[src/sv/lffd_pkg.sv]
// Package for the length-field frame deframer.
// Holds result kinds, register indexes and the controller/datapath structs.
// No dependencies.
`timescale 1ns / 1ps
`default_nettype none
package lffd_pkg;

  typedef enum logic [2:0] {
    KIND_PAYLOAD   = 3'd0,
    KIND_EMPTY     = 3'd1,
    KIND_NEGATIVE  = 3'd2,
    KIND_BELOW_HDR = 3'd3,
    KIND_STRIP     = 3'd4,
    KIND_TOO_LONG  = 3'd5
  } kind_t;

  localparam logic [2:0] REG_MAX_LEN   = 3'd0;
  localparam logic [2:0] REG_LF_OFFSET = 3'd1;
  localparam logic [2:0] REG_LF_SIZE   = 3'd2;
  localparam logic [2:0] REG_ADJUST    = 3'd3;
  localparam logic [2:0] REG_STRIP     = 3'd4;
  localparam logic [2:0] REG_CHECKSUM  = 3'd5;

  localparam int CFG_DATA_W = 31;
  localparam int LEN_W      = 34;

  typedef enum logic [1:0] {
    SRC_NONE   = 2'd0,
    SRC_REPLAY = 2'd1,
    SRC_BODY   = 2'd2
  } emit_src_t;

  typedef struct packed {
    logic      col_accept;
    logic      lf_req;
    logic      lf_acc;
    logic      calc;
    logic      cmp;
    logic      rp_init;
    logic      rp_req;
    logic      rp_step;
    logic      body_init;
    logic      body_accept;
    logic      disc_load;
    logic      disc_dec;
    logic      clr;
    logic      emit;
    kind_t     emit_kind;
    emit_src_t emit_src;
  } lffd_cmd_t;

  typedef struct packed {
    logic col_done;
    logic lf_more;
    logic neg;
    logic lt_h;
    logic eq_h;
    logic gt_h;
    logic gt_max;
    logic strip_err;
    logic empty;
    logic rp_more;
    logic body_pay;
    logic body_done;
    logic disc_one;
    logic out_free;
  } lffd_status_t;

endpackage
`default_nettype wire

[src/sv/lffd_datapath.sv]
// Datapath of the deframer: configuration registers, header memory, counters,
// length arithmetic and the output register. Depends on lffd_pkg.
`timescale 1ns / 1ps
`default_nettype none
module lffd_datapath import lffd_pkg::*; #(
  parameter int HEADER_MAX = 16
) (
  input  wire logic                  clk,
  input  wire logic                  rst,
  input  wire logic                  cfg_we,
  input  wire logic [2:0]            cfg_index,
  input  wire logic [CFG_DATA_W-1:0] cfg_data,
  input  wire logic [7:0]            data_byte,
  input  wire lffd_cmd_t             cmd,
  output lffd_status_t               st,
  input  wire logic                  out_ready,
  output logic                       out_valid,
  output logic [2:0]                 out_kind,
  output logic [7:0]                 out_byte,
  output logic                       last_in_frame,
  output logic [31:0]                reported_length
);

  localparam int AW    = (HEADER_MAX > 1) ? $clog2(HEADER_MAX) : 1;
  localparam int CNT_W = $clog2(HEADER_MAX + 31);

  logic [30:0] max_len;
  logic [3:0]  lf_off;
  logic [3:0]  lf_size;
  logic [16:0] adj;
  logic [15:0] strip;
  logic [3:0]  cs;

  logic [7:0]  mem [HEADER_MAX];
  logic [7:0]  rd_q;

  logic [LEN_W-1:0]        bytes_seen;
  logic [CNT_W-1:0]        hdr;
  logic [CNT_W-1:0]        lf_idx;
  logic [31:0]             v;
  logic signed [LEN_W-1:0] len_l;
  logic signed [LEN_W-1:0] p_len;
  logic signed [LEN_W-1:0] p_m1;
  logic [LEN_W-1:0]        discard;
  logic [15:0]             pos;
  logic                    f_neg, f_lt_h, f_eq_h, f_gt_h, f_gt_max, f_strip, f_empty;

  always_ff @(posedge clk) begin
    if (rst) begin
      max_len <= 31'd65536;
      lf_off  <= 4'd0;
      lf_size <= 4'd4;
      adj     <= 17'd0;
      strip   <= 16'd0;
      cs      <= 4'd0;
    end else if (cfg_we) begin
      unique case (cfg_index)
        REG_MAX_LEN:   max_len <= cfg_data;
        REG_LF_OFFSET: lf_off  <= cfg_data[3:0];
        REG_LF_SIZE:   lf_size <= cfg_data[3:0];
        REG_ADJUST:    adj     <= cfg_data[16:0];
        REG_STRIP:     strip   <= cfg_data[15:0];
        REG_CHECKSUM:  cs      <= cfg_data[3:0];
        default: ;
      endcase
    end
  end

  // Header end clamped to one byte at least and to the memory depth.
  logic [CNT_W-1:0] e_raw, e_eff, col_next, lf_end;
  always_comb begin
    e_raw = CNT_W'(lf_off) + CNT_W'(lf_size);
    if (e_raw == '0) e_eff = CNT_W'(1);
    else if (e_raw > CNT_W'(HEADER_MAX)) e_eff = CNT_W'(HEADER_MAX);
    else e_eff = e_raw;
    col_next = bytes_seen[CNT_W-1:0] + CNT_W'(1);
    lf_end   = e_raw;
  end

  logic signed [LEN_W-1:0] h_s, cs_s, strip_s, bs_s, body_p, pos_s;
  always_comb begin
    h_s     = {{(LEN_W-CNT_W){1'b0}}, hdr};
    cs_s    = {{(LEN_W-4){1'b0}}, cs};
    strip_s = {{(LEN_W-16){1'b0}}, strip};
    bs_s    = bytes_seen;
    pos_s   = {{(LEN_W-16){1'b0}}, pos};
    body_p  = len_l - cs_s;
  end

  logic rp_last, body_last;
  assign rp_last   = (pos_s == p_m1);
  assign body_last = (bs_s + LEN_W'(1) == body_p);

  always_comb begin
    st.col_done  = (col_next >= e_eff);
    st.lf_more   = (lf_idx < lf_end) && (lf_idx < hdr) && (lf_idx < CNT_W'(HEADER_MAX));
    st.neg       = f_neg;
    st.lt_h      = f_lt_h;
    st.eq_h      = f_eq_h;
    st.gt_h      = f_gt_h;
    st.gt_max    = f_gt_max;
    st.strip_err = f_strip;
    st.empty     = f_empty;
    st.rp_more   = (pos_s < p_len) && (pos_s < h_s) && (pos < 16'(HEADER_MAX));
    st.body_pay  = (bs_s >= strip_s) && (bs_s < body_p);
    st.body_done = (bs_s + LEN_W'(1) >= len_l);
    st.disc_one  = (discard == LEN_W'(1));
    st.out_free  = !out_valid || out_ready;
  end

  always_ff @(posedge clk) begin
    if (cmd.col_accept && (bytes_seen < LEN_W'(HEADER_MAX))) begin
      mem[bytes_seen[AW-1:0]] <= data_byte;
    end
    if (cmd.lf_req || cmd.rp_req) begin
      rd_q <= mem[cmd.lf_req ? lf_idx[AW-1:0] : pos[AW-1:0]];
    end
  end

  always_ff @(posedge clk) begin
    if (rst) begin
      bytes_seen <= '0;
    end else if (cmd.clr) begin
      bytes_seen <= '0;
    end else if (cmd.col_accept) begin
      bytes_seen <= bytes_seen + LEN_W'(1);
    end else if (cmd.body_init) begin
      bytes_seen <= LEN_W'(hdr);
    end else if (cmd.body_accept) begin
      bytes_seen <= st.body_done ? '0 : bytes_seen + LEN_W'(1);
    end
  end

  always_ff @(posedge clk) begin
    if (cmd.col_accept && st.col_done) begin
      hdr    <= col_next;
      lf_idx <= CNT_W'(lf_off);
      v      <= '0;
    end
    if (cmd.lf_acc) begin
      v      <= {v[23:0], rd_q};
      lf_idx <= lf_idx + CNT_W'(1);
    end
    if (cmd.calc) begin
      len_l <= $signed({2'b00, v}) + $signed({{(LEN_W-17){adj[16]}}, adj}) + h_s;
    end
    if (cmd.cmp) begin
      f_neg    <= v[31];
      f_lt_h   <= (len_l < h_s);
      f_eq_h   <= (len_l == h_s);
      f_gt_h   <= (len_l > h_s);
      f_gt_max <= (len_l > $signed({3'b000, max_len}));
      f_strip  <= ($signed({{(LEN_W-17){1'b0}}, {1'b0, strip} + {13'd0, cs}}) > len_l);
      p_len    <= len_l - cs_s;
      p_m1     <= len_l - cs_s - LEN_W'(1);
      f_empty  <= (len_l - cs_s == strip_s);
    end
    if (cmd.rp_init) pos <= strip;
    if (cmd.rp_step) pos <= pos + 16'd1;
  end

  always_ff @(posedge clk) begin
    if (rst) begin
      discard <= '0;
    end else if (cmd.disc_load) begin
      discard <= len_l - h_s;
    end else if (cmd.disc_dec && (discard != '0)) begin
      discard <= discard - LEN_W'(1);
    end
  end

  always_ff @(posedge clk) begin
    if (rst) begin
      out_valid <= 1'b0;
    end else if (cmd.emit) begin
      out_valid <= 1'b1;
    end else if (out_ready) begin
      out_valid <= 1'b0;
    end
  end

  always_ff @(posedge clk) begin
    if (cmd.emit) begin
      out_kind        <= cmd.emit_kind;
      reported_length <= (cmd.emit_kind == KIND_TOO_LONG) ? len_l[31:0] : 32'd0;
      case (cmd.emit_src)
        SRC_REPLAY: begin
          out_byte      <= rd_q;
          last_in_frame <= rp_last;
        end
        SRC_BODY: begin
          out_byte      <= data_byte;
          last_in_frame <= body_last;
        end
        default: begin
          out_byte      <= 8'd0;
          last_in_frame <= 1'b0;
        end
      endcase
    end
  end

endmodule
`default_nettype wire

[src/sv/lffd_controller.sv]
// Controller state machine of the deframer: sequences header collection,
// length field read, decision, header replay, body handling and discards. Uses lffd_pkg.
`timescale 1ns / 1ps
`default_nettype none
module lffd_controller import lffd_pkg::*; (
  input  wire logic         clk,
  input  wire logic         rst,
  input  wire logic         in_valid,
  output logic              in_ready,
  input  wire lffd_status_t st,
  output lffd_cmd_t         cmd
);

  typedef enum logic [11:0] {
    S_COLLECT  = 12'b000000000001,
    S_LF_REQ   = 12'b000000000010,
    S_LF_ACC   = 12'b000000000100,
    S_CALC     = 12'b000000001000,
    S_CMP      = 12'b000000010000,
    S_DECIDE   = 12'b000000100000,
    S_RP_REQ   = 12'b000001000000,
    S_RP_EMIT  = 12'b000010000000,
    S_FINISH   = 12'b000100000000,
    S_BODY     = 12'b001000000000,
    S_TOOLONG  = 12'b010000000000,
    S_SKIP     = 12'b100000000000
  } state_t;

  state_t state, state_next;
  logic   acc;

  assign acc = in_valid && in_ready;

  always_ff @(posedge clk) begin
    if (rst) state <= S_COLLECT;
    else state <= state_next;
  end

  always_comb begin
    state_next = state;
    cmd        = '0;
    in_ready   = 1'b0;
    unique case (state)
      S_COLLECT: begin
        in_ready = 1'b1;
        if (acc) begin
          cmd.col_accept = 1'b1;
          if (st.col_done) state_next = S_LF_REQ;
        end
      end
      S_LF_REQ: begin
        if (st.lf_more) begin
          cmd.lf_req = 1'b1;
          state_next = S_LF_ACC;
        end else begin
          state_next = S_CALC;
        end
      end
      S_LF_ACC: begin
        cmd.lf_acc = 1'b1;
        state_next = S_LF_REQ;
      end
      S_CALC: begin
        cmd.calc   = 1'b1;
        state_next = S_CMP;
      end
      S_CMP: begin
        cmd.cmp    = 1'b1;
        state_next = S_DECIDE;
      end
      S_DECIDE: begin
        // Checks are taken in priority order; errors wait for a free output.
        if (st.neg || st.lt_h) begin
          if (st.out_free) begin
            cmd.emit      = 1'b1;
            cmd.emit_kind = st.neg ? KIND_NEGATIVE : KIND_BELOW_HDR;
            cmd.clr       = 1'b1;
            state_next    = S_COLLECT;
          end
        end else if (st.gt_max) begin
          if (st.eq_h) begin
            if (st.out_free) begin
              cmd.emit      = 1'b1;
              cmd.emit_kind = KIND_TOO_LONG;
              cmd.clr       = 1'b1;
              state_next    = S_COLLECT;
            end
          end else begin
            cmd.disc_load = 1'b1;
            cmd.clr       = 1'b1;
            state_next    = S_TOOLONG;
          end
        end else if (st.strip_err) begin
          if (st.out_free) begin
            cmd.emit      = 1'b1;
            cmd.emit_kind = KIND_STRIP;
            cmd.clr       = 1'b1;
            cmd.disc_load = st.gt_h;
            state_next    = st.gt_h ? S_SKIP : S_COLLECT;
          end
        end else begin
          cmd.rp_init = 1'b1;
          state_next  = S_RP_REQ;
        end
      end
      S_RP_REQ: begin
        if (st.rp_more) begin
          cmd.rp_req = 1'b1;
          state_next = S_RP_EMIT;
        end else begin
          state_next = S_FINISH;
        end
      end
      S_RP_EMIT: begin
        if (st.out_free) begin
          cmd.emit      = 1'b1;
          cmd.emit_kind = KIND_PAYLOAD;
          cmd.emit_src  = SRC_REPLAY;
          cmd.rp_step   = 1'b1;
          state_next    = S_RP_REQ;
        end
      end
      S_FINISH: begin
        if (!st.empty || st.out_free) begin
          if (st.empty) begin
            cmd.emit      = 1'b1;
            cmd.emit_kind = KIND_EMPTY;
          end
          if (st.gt_h) begin
            cmd.body_init = 1'b1;
            state_next    = S_BODY;
          end else begin
            cmd.clr    = 1'b1;
            state_next = S_COLLECT;
          end
        end
      end
      S_BODY: begin
        in_ready = st.out_free;
        if (acc) begin
          cmd.body_accept = 1'b1;
          if (st.body_pay) begin
            cmd.emit      = 1'b1;
            cmd.emit_kind = KIND_PAYLOAD;
            cmd.emit_src  = SRC_BODY;
          end
          if (st.body_done) state_next = S_COLLECT;
        end
      end
      S_TOOLONG: begin
        in_ready = st.out_free;
        if (acc) begin
          cmd.disc_dec = 1'b1;
          if (st.disc_one) begin
            cmd.emit      = 1'b1;
            cmd.emit_kind = KIND_TOO_LONG;
            cmd.clr       = 1'b1;
            state_next    = S_COLLECT;
          end
        end
      end
      S_SKIP: begin
        in_ready = 1'b1;
        if (acc) begin
          cmd.disc_dec = 1'b1;
          if (st.disc_one) begin
            cmd.clr    = 1'b1;
            state_next = S_COLLECT;
          end
        end
      end
      default: state_next = S_COLLECT;
    endcase
  end

endmodule
`default_nettype wire

[src/sv/length_field_frame_deframer.sv]
// Top level of the length-field frame deframer: controller plus datapath.
// Depends on lffd_pkg, lffd_controller and lffd_datapath.
//
//   channel  direction  handshake            payload
//   in       sink       in_valid/in_ready    data_byte
//   out      source     out_valid/out_ready  out_kind, out_byte, last_in_frame,
//                                            reported_length
//   cfg      sink       cfg_we               cfg_index, cfg_data
//
// Header bytes are taken one per cycle. When a header completes, the length
// field is read from the header memory one byte at a time, each byte first
// requested and then accumulated; the length is then computed, compared and
// judged, and the header payload bytes are replayed before input resumes. Body
// bytes and too-long discards go one per cycle while the output register is free.
// Reset is synchronous and loads the register defaults.
`timescale 1ns / 1ps
`default_nettype none
module length_field_frame_deframer import lffd_pkg::*; #(
  parameter int HEADER_MAX = 16
) (
  input  wire logic                  clk,
  input  wire logic                  rst,
  input  wire logic                  cfg_we,
  input  wire logic [2:0]            cfg_index,
  input  wire logic [CFG_DATA_W-1:0] cfg_data,
  input  wire logic                  in_valid,
  output logic                       in_ready,
  input  wire logic [7:0]            data_byte,
  output logic                       out_valid,
  input  wire logic                  out_ready,
  output logic [2:0]                 out_kind,
  output logic [7:0]                 out_byte,
  output logic                       last_in_frame,
  output logic [31:0]                reported_length
);

  lffd_cmd_t    cmd;
  lffd_status_t st;

  lffd_controller u_ctrl (
    .clk      (clk),
    .rst      (rst),
    .in_valid (in_valid),
    .in_ready (in_ready),
    .st       (st),
    .cmd      (cmd)
  );

  lffd_datapath #(.HEADER_MAX(HEADER_MAX)) u_dp (
    .clk             (clk),
    .rst             (rst),
    .cfg_we          (cfg_we),
    .cfg_index       (cfg_index),
    .cfg_data        (cfg_data),
    .data_byte       (data_byte),
    .cmd             (cmd),
    .st              (st),
    .out_ready       (out_ready),
    .out_valid       (out_valid),
    .out_kind        (out_kind),
    .out_byte        (out_byte),
    .last_in_frame   (last_in_frame),
    .reported_length (reported_length)
  );

endmodule
`default_nettype wire

[config.mk]
export PLATFORM = sky130hd
export DESIGN_NAME = length_field_frame_deframer
export DESIGN_NICKNAME = d
export VERILOG_FILES = /design/src/sv/lffd_pkg.sv /design/src/sv/lffd_datapath.sv /design/src/sv/lffd_controller.sv /design/src/sv/length_field_frame_deframer.sv
export SDC_FILE = /design/constraint.sdc
export NUM_CORES = 1
export LEC_CHECK = 0
export BUFFER_PORTS_ARGS = -buffer_cell sky130_fd_sc_hd__buf_2
export CORE_ASPECT_RATIO = 2
export CORE_MARGIN = 5
export CORE_UTILIZATION = 50
export DETAILED_ROUTE_END_ITERATION = 7
export MAX_ROUTING_LAYER = met4
export PLACE_DENSITY_LB_ADDON = 0.3
export SLEW_MARGIN = 25
export SYNTH_ARGS = -nofsm -noshare
export SYNTH_HDL_FRONTEND = slang
export SYNTH_SLANG_ARGS = --single-unit
[constraint.sdc]
create_clock -name clk -period 7 [get_ports clk]
set_input_delay 0.7 -clock clk [delete_from_list [all_inputs] [get_ports clk]]
set_output_delay 0.7 -clock clk [all_outputs]
set_load 0.01 [all_outputs]
### After elaboration in Yosys (flattened, before gate mapping)

Memory sizes are Yosys's and may differ from the RTL's. A register that Yosys moved wholly into a read port is not among the register bits.
Index checks and enable logic that the tools add are counted.
Widths: inputs -> output; s select.

* $add $sub $neg: 13
* $lt $le $gt $ge: 16
* equal/unequal tests: 34
* mux-type cells: 89
* reduce and logical (&&, ||, !) cells: 34

Operators by type and width (number)
* $mux 34: 6
* $mux 12: 15
* $pmux 12 s11: 1
* $mux 32: 2
* $mux 6: 8
* $mux 5: 8
* $add 33x17->34: 1
* $add 34x1->34 const B: 1
* $add 34x2->34 const B: 1
* $add 34x7->34: 1
* $eq 17x34->1: 1
* $eq 34x1->1 const B: 1
* $eq 34x17->1: 1
* $eq 34x34->1: 1
* $eq 34x7->1: 1
* $ge 34x17->1: 1
* $ge 34x34->1: 1
* $gt 18x34->1: 1
* $gt 34x32->1: 1
* $gt 34x7->1: 1
* $lt 17x34->1: 1
* $lt 34x34->1: 1
* $lt 34x5->1 const B: 1
* $lt 34x7->1: 1
* other kinds (55): 128

* register bits: 370
* bits in writable memories: 128
* output and inout bits: 46
* word-level logic and storage cells: 215
* memories kept: 1

Memory list
* u_dp.mem: depth 16, width 8, rd ports 1, clocked after memory_dff 1, wr ports 1, line lffd_datapath.sv:34 `logic [7:0] mem [HEADER_MAX];`

### Logic depth before layout (Yosys ltp)

Gate-level depths: netlist of run 1.

* depth after elaboration: 9
* gate-level depth with buffers: 29
* gate-level depth less buffers: 27

### Modules after synthesis

Synthesis of run 1 repeated with hierarchy kept, for this count alone.

* cells, all modules: 2936
* area, all modules: 30142.7 um^2

Modules (own cells, without submodules)
* lffd_datapath: times used 1, cells each 2761, area an instance 28896.5 um^2
* lffd_controller: times used 1, cells each 175, area an instance 1246.2 um^2

### Worst setup path after synthesis of run 1

OpenSTA, ideal clock, no wires.

* path kind: flip-flop to flip-flop
* from: register u_dp.len_l[0]
* to: register u_dp.last_in_frame, data pin
* library setup time: 0.188 ns
* arrival: 6.017 ns
* data required time: 6.812 ns
* path slack: 0.795 ns
* cell stages (with the launch flop): 29
* cells stage by stage: edfxtp_1 -> inv_1 -> ha_1 -> inv_1 -> fa_1 -> a21o_1 -> a2111o_1 -> buf_6 -> nor4_1 -> xnor2_1 -> inv_1 -> ha_1 -> nand2_1 -> or3_1 -> nor4_1 -> o2111ai_1 -> o221ai_1 -> mux2i_1 -> nand3_1 -> inv_1 -> ha_1 -> buf_1 -> nor3_1 -> nand4b_1 -> nor4_1 -> nand4b_1 -> nor4_1 -> nand4_1 -> o41ai_1

* cells in the longest elaborated chain, start to end: 8
* elaborated cells between the ends (all ways): 10
* those cells by class: add/sub (1); order compare (1); eq/ne (3); mux (4); reduce/logical (1)

RTL lines
* start, declared: line lffd_datapath.sv:41 `logic signed [LEN_W-1:0] len_l;`
* start signal, assigned: line lffd_datapath.sv:145 `len_l <= $signed({2'b00, v}) + $signed({{(LEN_W-17){adj[16]}}, adj}) + h_s;`
* $sub 34x5->34 *: line lffd_datapath.sv:87 `body_p = len_l - cs_s;`
* named net u_dp.body_p[32]: line lffd_datapath.sv:80 `logic signed [LEN_W-1:0] h_s, cs_s, strip_s, bs_s, body_p, pos_s;`
* $lt 34x34->1: line lffd_datapath.sv:105 `st.body_pay = (bs_s >= strip_s) && (bs_s < body_p);`
* $logic_and 1x1->1: line lffd_datapath.sv:105
* $mux 6: line lffd_controller.sv:142 `if (st.body_pay) begin`
* $mux 6: line lffd_controller.sv:140 `if (acc) begin`
* $pmux 2 s2: line lffd_controller.sv:43 `unique case (state)`
* $eq 2x2->1 or $eq 2x1->1 (tied branches): line lffd_datapath.sv:186 `case (cmd.emit_src)`
* $pmux 1 s2 *: line lffd_datapath.sv:186
* end signal, assigned: line lffd_datapath.sv:189 `last_in_frame <= rp_last;`
* end signal, assigned: line lffd_datapath.sv:193 `last_in_frame <= body_last;`
* end, declared: line lffd_datapath.sv:20 `output logic last_in_frame,`

The timed path passes the listed nets; every way through them passes the cells marked *.
A chain may end at the register's enable or synchronous reset.

### Final worst setup path of run 1

Ends and elaborated chain as after synthesis.

==> results of run 1 <==
==> cell usage after synthesis, drive strengths merged (19+ instances only) <==
cell and instances:
dfxtp 157, xor2 54, and2 43, xnor2 213
inv 211, or4 33, nor4 71, a21o 70
nor2b 26, clkbuf 84, or3 19, mux2i 80
nand2b 33, o22ai 34, nor2 228, buf 21
a21oi 174, edfxtp 349, a211oi 39, nor3 92
and3 23, nand3 82, nand2 265, o21ai 84
ha 253, nand4 65
==> state kept, by name (all words and copies together) (netlist names), 12 cells and up <==
name and count:
u_dp.strip 16, u_dp.p_m1 34, u_dp.adj 17, u_dp.p_len 34
u_dp.mem 128, u_dp.v 32, u_dp.discard 34, u_dp.bs_s 34
u_dp.reported_length 32, u_ctrl.state 12, u_dp.max_len 31, u_dp.len_l 34
u_dp.pos 16
==> worst max path at each step <==
stage                   from                 end  slack (ps)  cells after the start
2_1_floorplan  u_dp.len_l[0]  u_dp.last_in_frame         800                     28
3_3_place_gp   u_dp.len_l[0]  u_dp.last_in_frame         130                     26
3_5_place_dp   u_dp.len_l[0]  u_dp.last_in_frame        -110                     26
4_1_cts        u_dp.len_l[0]  u_dp.last_in_frame          40                     26
5_1_grt        u_dp.len_l[0]  u_dp.last_in_frame         100                     27
6_report       u_dp.len_l[0]  u_dp.last_in_frame         400                     27
==> per-layer routing <==
metal	global-route usage [%]	up-vias	part of all wire (%)
met5	-	-	0
met4	29.5	0	12
met3	3.35	450	4.8
met2	55.2	1053	50
met1	31.1	11564	33
li1	-	11062	-
==> power by group through the flow <==
stage	logic [µW]	clock network, µW	registers (µW)
final	1210	2650	3490
after CTS	1190	2670	3490
after detailed placement	1180	0	3550
after global routing	1320	2780	3500
after global placement	1140	0	3550
after floorplan	779	0	3470
==> worst max-delay path: cells and delay by family, from the launching register on <==
family | cells | cell delay [ps]
mux | 1 | 300
xor+xnor | 1 | 220
fa+ha+maj | 4 | 1150
flops | 1 | 430
buf+inv | 5 | 540
compound gates | 5 | 1510
simple gates | 11 | 2250
==> cell type report <==
| type | instances | area, µm² |
|---|---|---|
| Clock inverter | 30 | 349 |
| Inverter | 213 | 800 |
| Timing Repair Buffer | 174 | 1080 |
| Clock buffer | 54 | 1180 |
| Multi-Input combinational cell | 2167 | 15400 |
| Sequential cell | 506 | 13600 |
| Tap cell | 774 | 968 |
| Fill cell | 5328 | 26400 |
==> through the flow <==
step,setup slack (ps),hold slack [ps],TNS (ps),cells
6_report,402,325,0,3918
5_1_grt,102,328,0,3918
4_1_cts,38.0,320,0,3914
3_5_place_dp,-111,448,-111,3830
3_3_place_gp,134,445,0,3830
2_1_floorplan,795,436,0,2991
==> kinds of logic (layout without fill, tap and decap cells) <==
logic type / Yosys count / count (layout) / synth area share, %
adder cells (fa/ha/maj): 264 / 264 / 11.3
AND/OR/NAND/NOR: 1029 / 1029 / 17.4
multiplexers: 82 / 82 / 2.74
flip-flops: 506 / 506 / 45.3
XOR/XNOR: 267 / 267 / 7.98
buffers and inverters: 318 / 471 / 4.11
AO/OA/AOI/OAI: 525 / 525 / 11.1
==> timing repair <==
action	4_1_cts	5_1_grt
pin swaps	1	3
buffers inserted	0	4
endpoints found under the hold margin	0	0
gates resized for setup	3	15
endpoints found under the setup margin	1	1
==> results.md, run 1 <==
* Grt total ovfl at 0
* Clk_lat worst skew at 630 ps
* Power Density at 220 mW/mm²
* Internal power at 5190 µW
* Mapped Nets at 3302
* Chip height at 357 µm
* Switch share at 29.3%
* Peak supply drop at 0.315 mV
* CTS root buffer: clkbuf_16
* Area growth, synth to finish at 11.0%
* Logic pwr share at 16.4%
* Buffers on Ports at 92
* Hold Path Cell Cnt at 3
* Die ar. at 0.0654 mm²
* R2R setup slack at 400 ps
* Outcome: finished clean
* Num CTS Buffers at 45
* Seq pwr share at 47.5%
* Net switching power at 2150 µW
* DRC violations left at 0
* WP data required at 7440 ps
* Final Total Pwr at 7340 µW
* Hold Path Class: in2reg
* Worst setup SP type: flop
* Tcrit/Tclk final at 94.3%
* Most frequent cells in the layout: edfxtp_1, nand2_1, ha_1
* Yosys top cell area share at 34.9%
* RR Startpoint: u_dp.len_l[0]
* Most common cell after layout, fill and taps aside: edfxtp_1
* Final Hold Vio Count at 0
* Crit path kind: reg2reg
* Final HPWL DP at 82400 µm
* Dominant synthesized flop cell: edfxtp_1
* Yosys cell types at 85
* Share of cells above drive strength 1 at 10.1%
* Io pins at 93
* Total global-route track usage at 32.1%
* Crit-path slowest cell: a2111o_1
* Most area-consuming cells after synthesis: edfxtp_1, ha_1, dfxtp_1
* HP Start: cfg_data[27]
* CTS tree: done
* Synthesized area per cell at 10.0 µm²
* Leak Pwr at 0.0134 µW
* Gpl congestion at 1.03
* Vias in the first global route at 24033
* Yosys warns at 0
* Clock buffer depth at 3
* Hold Path End: u_dp.max_len[27]
* Post-synthesis async set-or-reset flop share at 0%
* Detailed Route WL at 104000 µm
* Clk pwr share at 36.1%
* Fraction of the yosys area taken by sequential cells at 45.3%
* DRT antenna net count at 0
* CTS hold repair buffers at 0
* FP Rows at 127
* H-Tree Depth at 2
* Worst r2r dst: u_dp.last_in_frame
* Number of max-cap violations at 0
* Post-layout util at 55.8%
* Post-synthesis cell area at 0.0301 mm²
* Clock transition at the registers of the reported paths at 80 ps
* Cell mode on critical path: inv_1
* Max Slew Vio Count at 0
* Fmax at 152 MHz
* Final-stage net count at 3418
* Average wire per standard cell at 26.4 µm
* Post-DP Area at 0.0317 mm²
* Crit end category: flop
* Drt initial violations at 1841
* Worst path max stage delay at 550 ps
* Final setup skew at 29.5 ps
* First-pass GRT wire length at 151000 µm
* Routed vias/inst at 6.16
* Initial antenna violation count at 0
* Post-synthesis instance total at 2991
* Least-Margin Pin Slew at 985 ps
* DRT Pass-1 Iters at 6
* CTS sink count at 506
* Final Instance Area at 0.0334 mm²
* Antenna diodes at 0
* Setup Viol. Count Final at 0
* Seq cells post-synth at 506
* WP data arrival at 7040 ps
* RSZ-0062 raised after global routing: no
* Largest net degree at the start of global routing at 77
* Crit-path max FO at 6
* Largest area contributor in the netlist: edfxtp_1
* Crit path time final at 6600 ps
* Reg2Reg Depth at 27
* Core box area at 0.0597 mm²
* Initial Util at 50.3%
* Slew headroom at 34.3%
* Post-synth EDFFs at 349
* Vias post-DR at 24129
* Die width at 183 µm
No activity file was read; power rests on OpenSTA's default activity.
==> run 2: changes to the inputs <==
--- a/config.mk
+++ b/config.mk
@@ -5,8 +5,9 @@
 export SDC_FILE = /design/constraint.sdc
 export NUM_CORES = 1
 export LEC_CHECK = 0
+export ABC_AREA = 1
 export BUFFER_PORTS_ARGS = -buffer_cell sky130_fd_sc_hd__buf_2
-export CORE_ASPECT_RATIO = 2
+export CORE_ASPECT_RATIO = 1.25
 export CORE_MARGIN = 5
 export CORE_UTILIZATION = 50
 export DETAILED_ROUTE_END_ITERATION = 7
==> run 2 against run 1 <==
Wire length rose by 23%. Via count rose by 18%. Sequential cell count did not move. Highest routed layer unchanged.
==> results.md, run 2 <==
* Cell mode on critical path: nand2_1
* Fin Hold WS at 353 ps
* Finished Layout Cells at 5009
* Final Hold Vio Count at 0
* Seq pwr share at 41.5%
* H-Tree Depth at 2
* Vias in the first global route at 27328
* Chip height at 294 µm
* Max Slew Vio Count at 0
* HP Start: cfg_data[25]
* Synth top cells by count: nand2_1, inv_1, nor2_1
* Largest family of logic cells by synthesized area: simple AND/OR/NAND/NOR gates
* Crit path kind: reg2reg
* Hold Path End: u_dp.max_len[25]
* Hold Path Cell Cnt at 3
* Fmax at 158 MHz
* Drt initial violations at 2667
* Reg2Reg Depth at 37
* WP data required at 7470 ps
* Final setup skew at 32.9 ps
* Post-synthesis async set-or-reset flop share at 0%
* Internal power at 5910 µW
* DRC violations left at 0
* Least-Margin Pin Slew at 1100 ps
* Routed vias/inst at 5.69
* Hold Path Class: in2reg
* Switch share at 35.0%
* Dominant synthesized flop cell: edfxtp_1
* CTS sink count at 506
* Core box area at 0.0643 mm²
* Power Density at 256 mW/mm²
* Seq cells post-synth at 506
* Share of cells above drive strength 1 at 8.27%
* Fraction of the yosys area taken by sequential cells at 42.2%
* Clock transition at the registers of the reported paths at 70 ps
* Tcrit/Tclk final at 90.5%
* Post-synthesis instance total at 4023
* R2R setup slack at 660 ps
* Synth Area in Simple Gates at 24.6%
* CTS tree: done
* Largest area contributor in the netlist: edfxtp_1
* Peak supply drop at 0.271 mV
* Initial antenna violation count at 2
* Post-layout util at 55.3%
* Initial Util at 50.2%
* Dpl cells at 4907
* Net switching power at 3180 µW
* Count leader, synth: nand2_1
* Most common cell after layout, fill and taps aside: nand2_1
* Setup Viol. Count Final at 0
* Yosys cell types at 63
* Post-synth EDFFs at 349
* Crit path time final at 6340 ps
* Worst path max stage delay at 470 ps
* RSZ-0062 raised after global routing: no
* Area growth, synth to finish at 10.1%
* Die ar. at 0.0698 mm²
* Yosys top cell area share at 32.4%
* DRT antenna net count at 0
* Grt total ovfl at 0
* Clk_lat worst skew at 630 ps
* Die width at 237 µm
* Most area-consuming cells after synthesis: edfxtp_1, nand2_1, ha_1
* Total global-route track usage at 36.6%
* Max FFs per register at 128
* Fill cells at 6126
* Post-synthesis cell area at 0.0323 mm²
* Worst r2r dst: u_dp.last_in_frame
* CTS hold repair buffers at 0
* Number of max-cap violations at 0
* Post-CTS sizing at 0
* Logic pwr share at 26.2%
* Leak Pwr at 0.0156 µW
* Crit-path max FO at 9
* Final HPWL DP at 103000 µm
* Clk pwr share at 32.3%
* Largest net degree at the start of global routing at 100
* DRT Pass-1 Iters at 6
* Crit-path slowest cell: ha_1
* WP data arrival at 6810 ps
* Synth Area in XOR/XNOR at 4.92%
* Crit end category: flop
* Outcome: finished clean
* Io pins at 93
* Gpl congestion at 1.05
* First-pass GRT wire length at 184000 µm
* CTS root buffer: clkbuf_16
* FP Rows at 104
* Detailed Route WL at 127000 µm
* Final Total Pwr at 9090 µW
* Buffers on Ports at 92
* Synthesized area per cell at 8.03 µm²
* Most frequent cells in the layout: nand2_1, inv_1, nor2_1
* Postcts setup bufs at 0
* Vias post-DR at 28526
* Post-synthesis mux area share at 0.0310%
* Worst setup SP type: flop
* Average wire per standard cell at 25.3 µm
* Clock buffer depth at 3
* RR Startpoint: u_dp.len_l[3]
* Yosys warns at 0
* Slew headroom at 26.0%
* Mapped Nets at 4334
* Final-stage net count at 4425
* Total negative slack at 0 ps
* Post-Synth Adder-Cell Area at 10.5%
* Num CTS Buffers at 53
* Post-synthesis compound-gate area fraction at 10.2%
==> run 2: cell count changes after synthesis, moves of 93 or more <==
cell     change
nand3_1    +177
o21ai_0    +127
inv_1      +309
nor2_1     +223
xnor2_1    -181
nand2_1    +594
a21oi_1     +97
xor2_1      +93
==> run 2: area by class of cell <==
type | instances | area, µm² | share of cell area (%)
sequential | 506 | 13600 | 38.3
multi-input combinational | 2873 | 16300 | 45.7
clock buffer | 75 | 1490 | 4.19
clock inverter | 25 | 290 | 0.816
timing repair buffer | 126 | 748 | 2.10
inverter | 554 | 2080 | 5.85
tap | 848 | 1060 | 2.98
antenna | 2 | 5.00 | 0.0141
==> run 2: cells by family after synthesis <==
kind of cell               Yosys count
and+or+nand+nor                   1830
buffers and inverters              644
AOI/OAI and AO/OA                  600
DFF                                506
adders and majority gates          264
xor gates and xnor gates           178
muxes                                1
==> run 2: routing by layer <==
layer | up-vias | global-route usage, % | part of all wire (%) | wire length [µm]
met1 | 13605 | 43.1 | 39 | 49200
li1 | 13615 | - | - | -
met4 | 0 | 19.1 | 6.7 | 8440
met3 | 280 | 4.14 | 5.6 | 7130
met5 | - | - | 0 | 0
met2 | 1026 | 62.1 | 49 | 62200
==> run 2: metrics by stage <==
step	area [µm²]	setup slack (ps)
after global placement	33700	1100
after global routing	35600	272
after detailed placement	33800	864
after floorplan	32300	1740
final	35600	662
after CTS	35600	789
==> run 2: power by group through the flow <==
stage               registers [µW]  clock network [µW]  logic [µW]
floorplan                     3760                   0        1500
global placement              3830                   0        2320
detailed placement            3830                   0        2340
CTS                           3770                2960        2360
global route                  3790                3080        2620
finish                        3770                2930        2380
==> run 2: worst max-delay path by stage <==
stage / startpoint / endpoint
2_1_floorplan: u_dp.bs_s[0] / u_dp.lf_idx[0]
3_3_place_gp: u_dp.len_l[3] / u_dp.last_in_frame
3_5_place_dp: u_dp.len_l[3] / u_dp.last_in_frame
4_1_cts: u_dp.len_l[3] / u_dp.last_in_frame
5_1_grt: u_dp.len_l[3] / u_dp.last_in_frame
6_report: u_dp.len_l[3] / u_dp.last_in_frame
==> run 2: worst max-delay path: cells and delay by family, from the launching register on <==
kind | cells | cell delay (ps)
AOI/OAI and AO/OA | 2 | 340
DFF | 1 | 440
buffers and inverters | 5 | 620
xor gates and xnor gates | 1 | 320
adders and majority gates | 3 | 1060
and+or+nand+nor | 26 | 3390
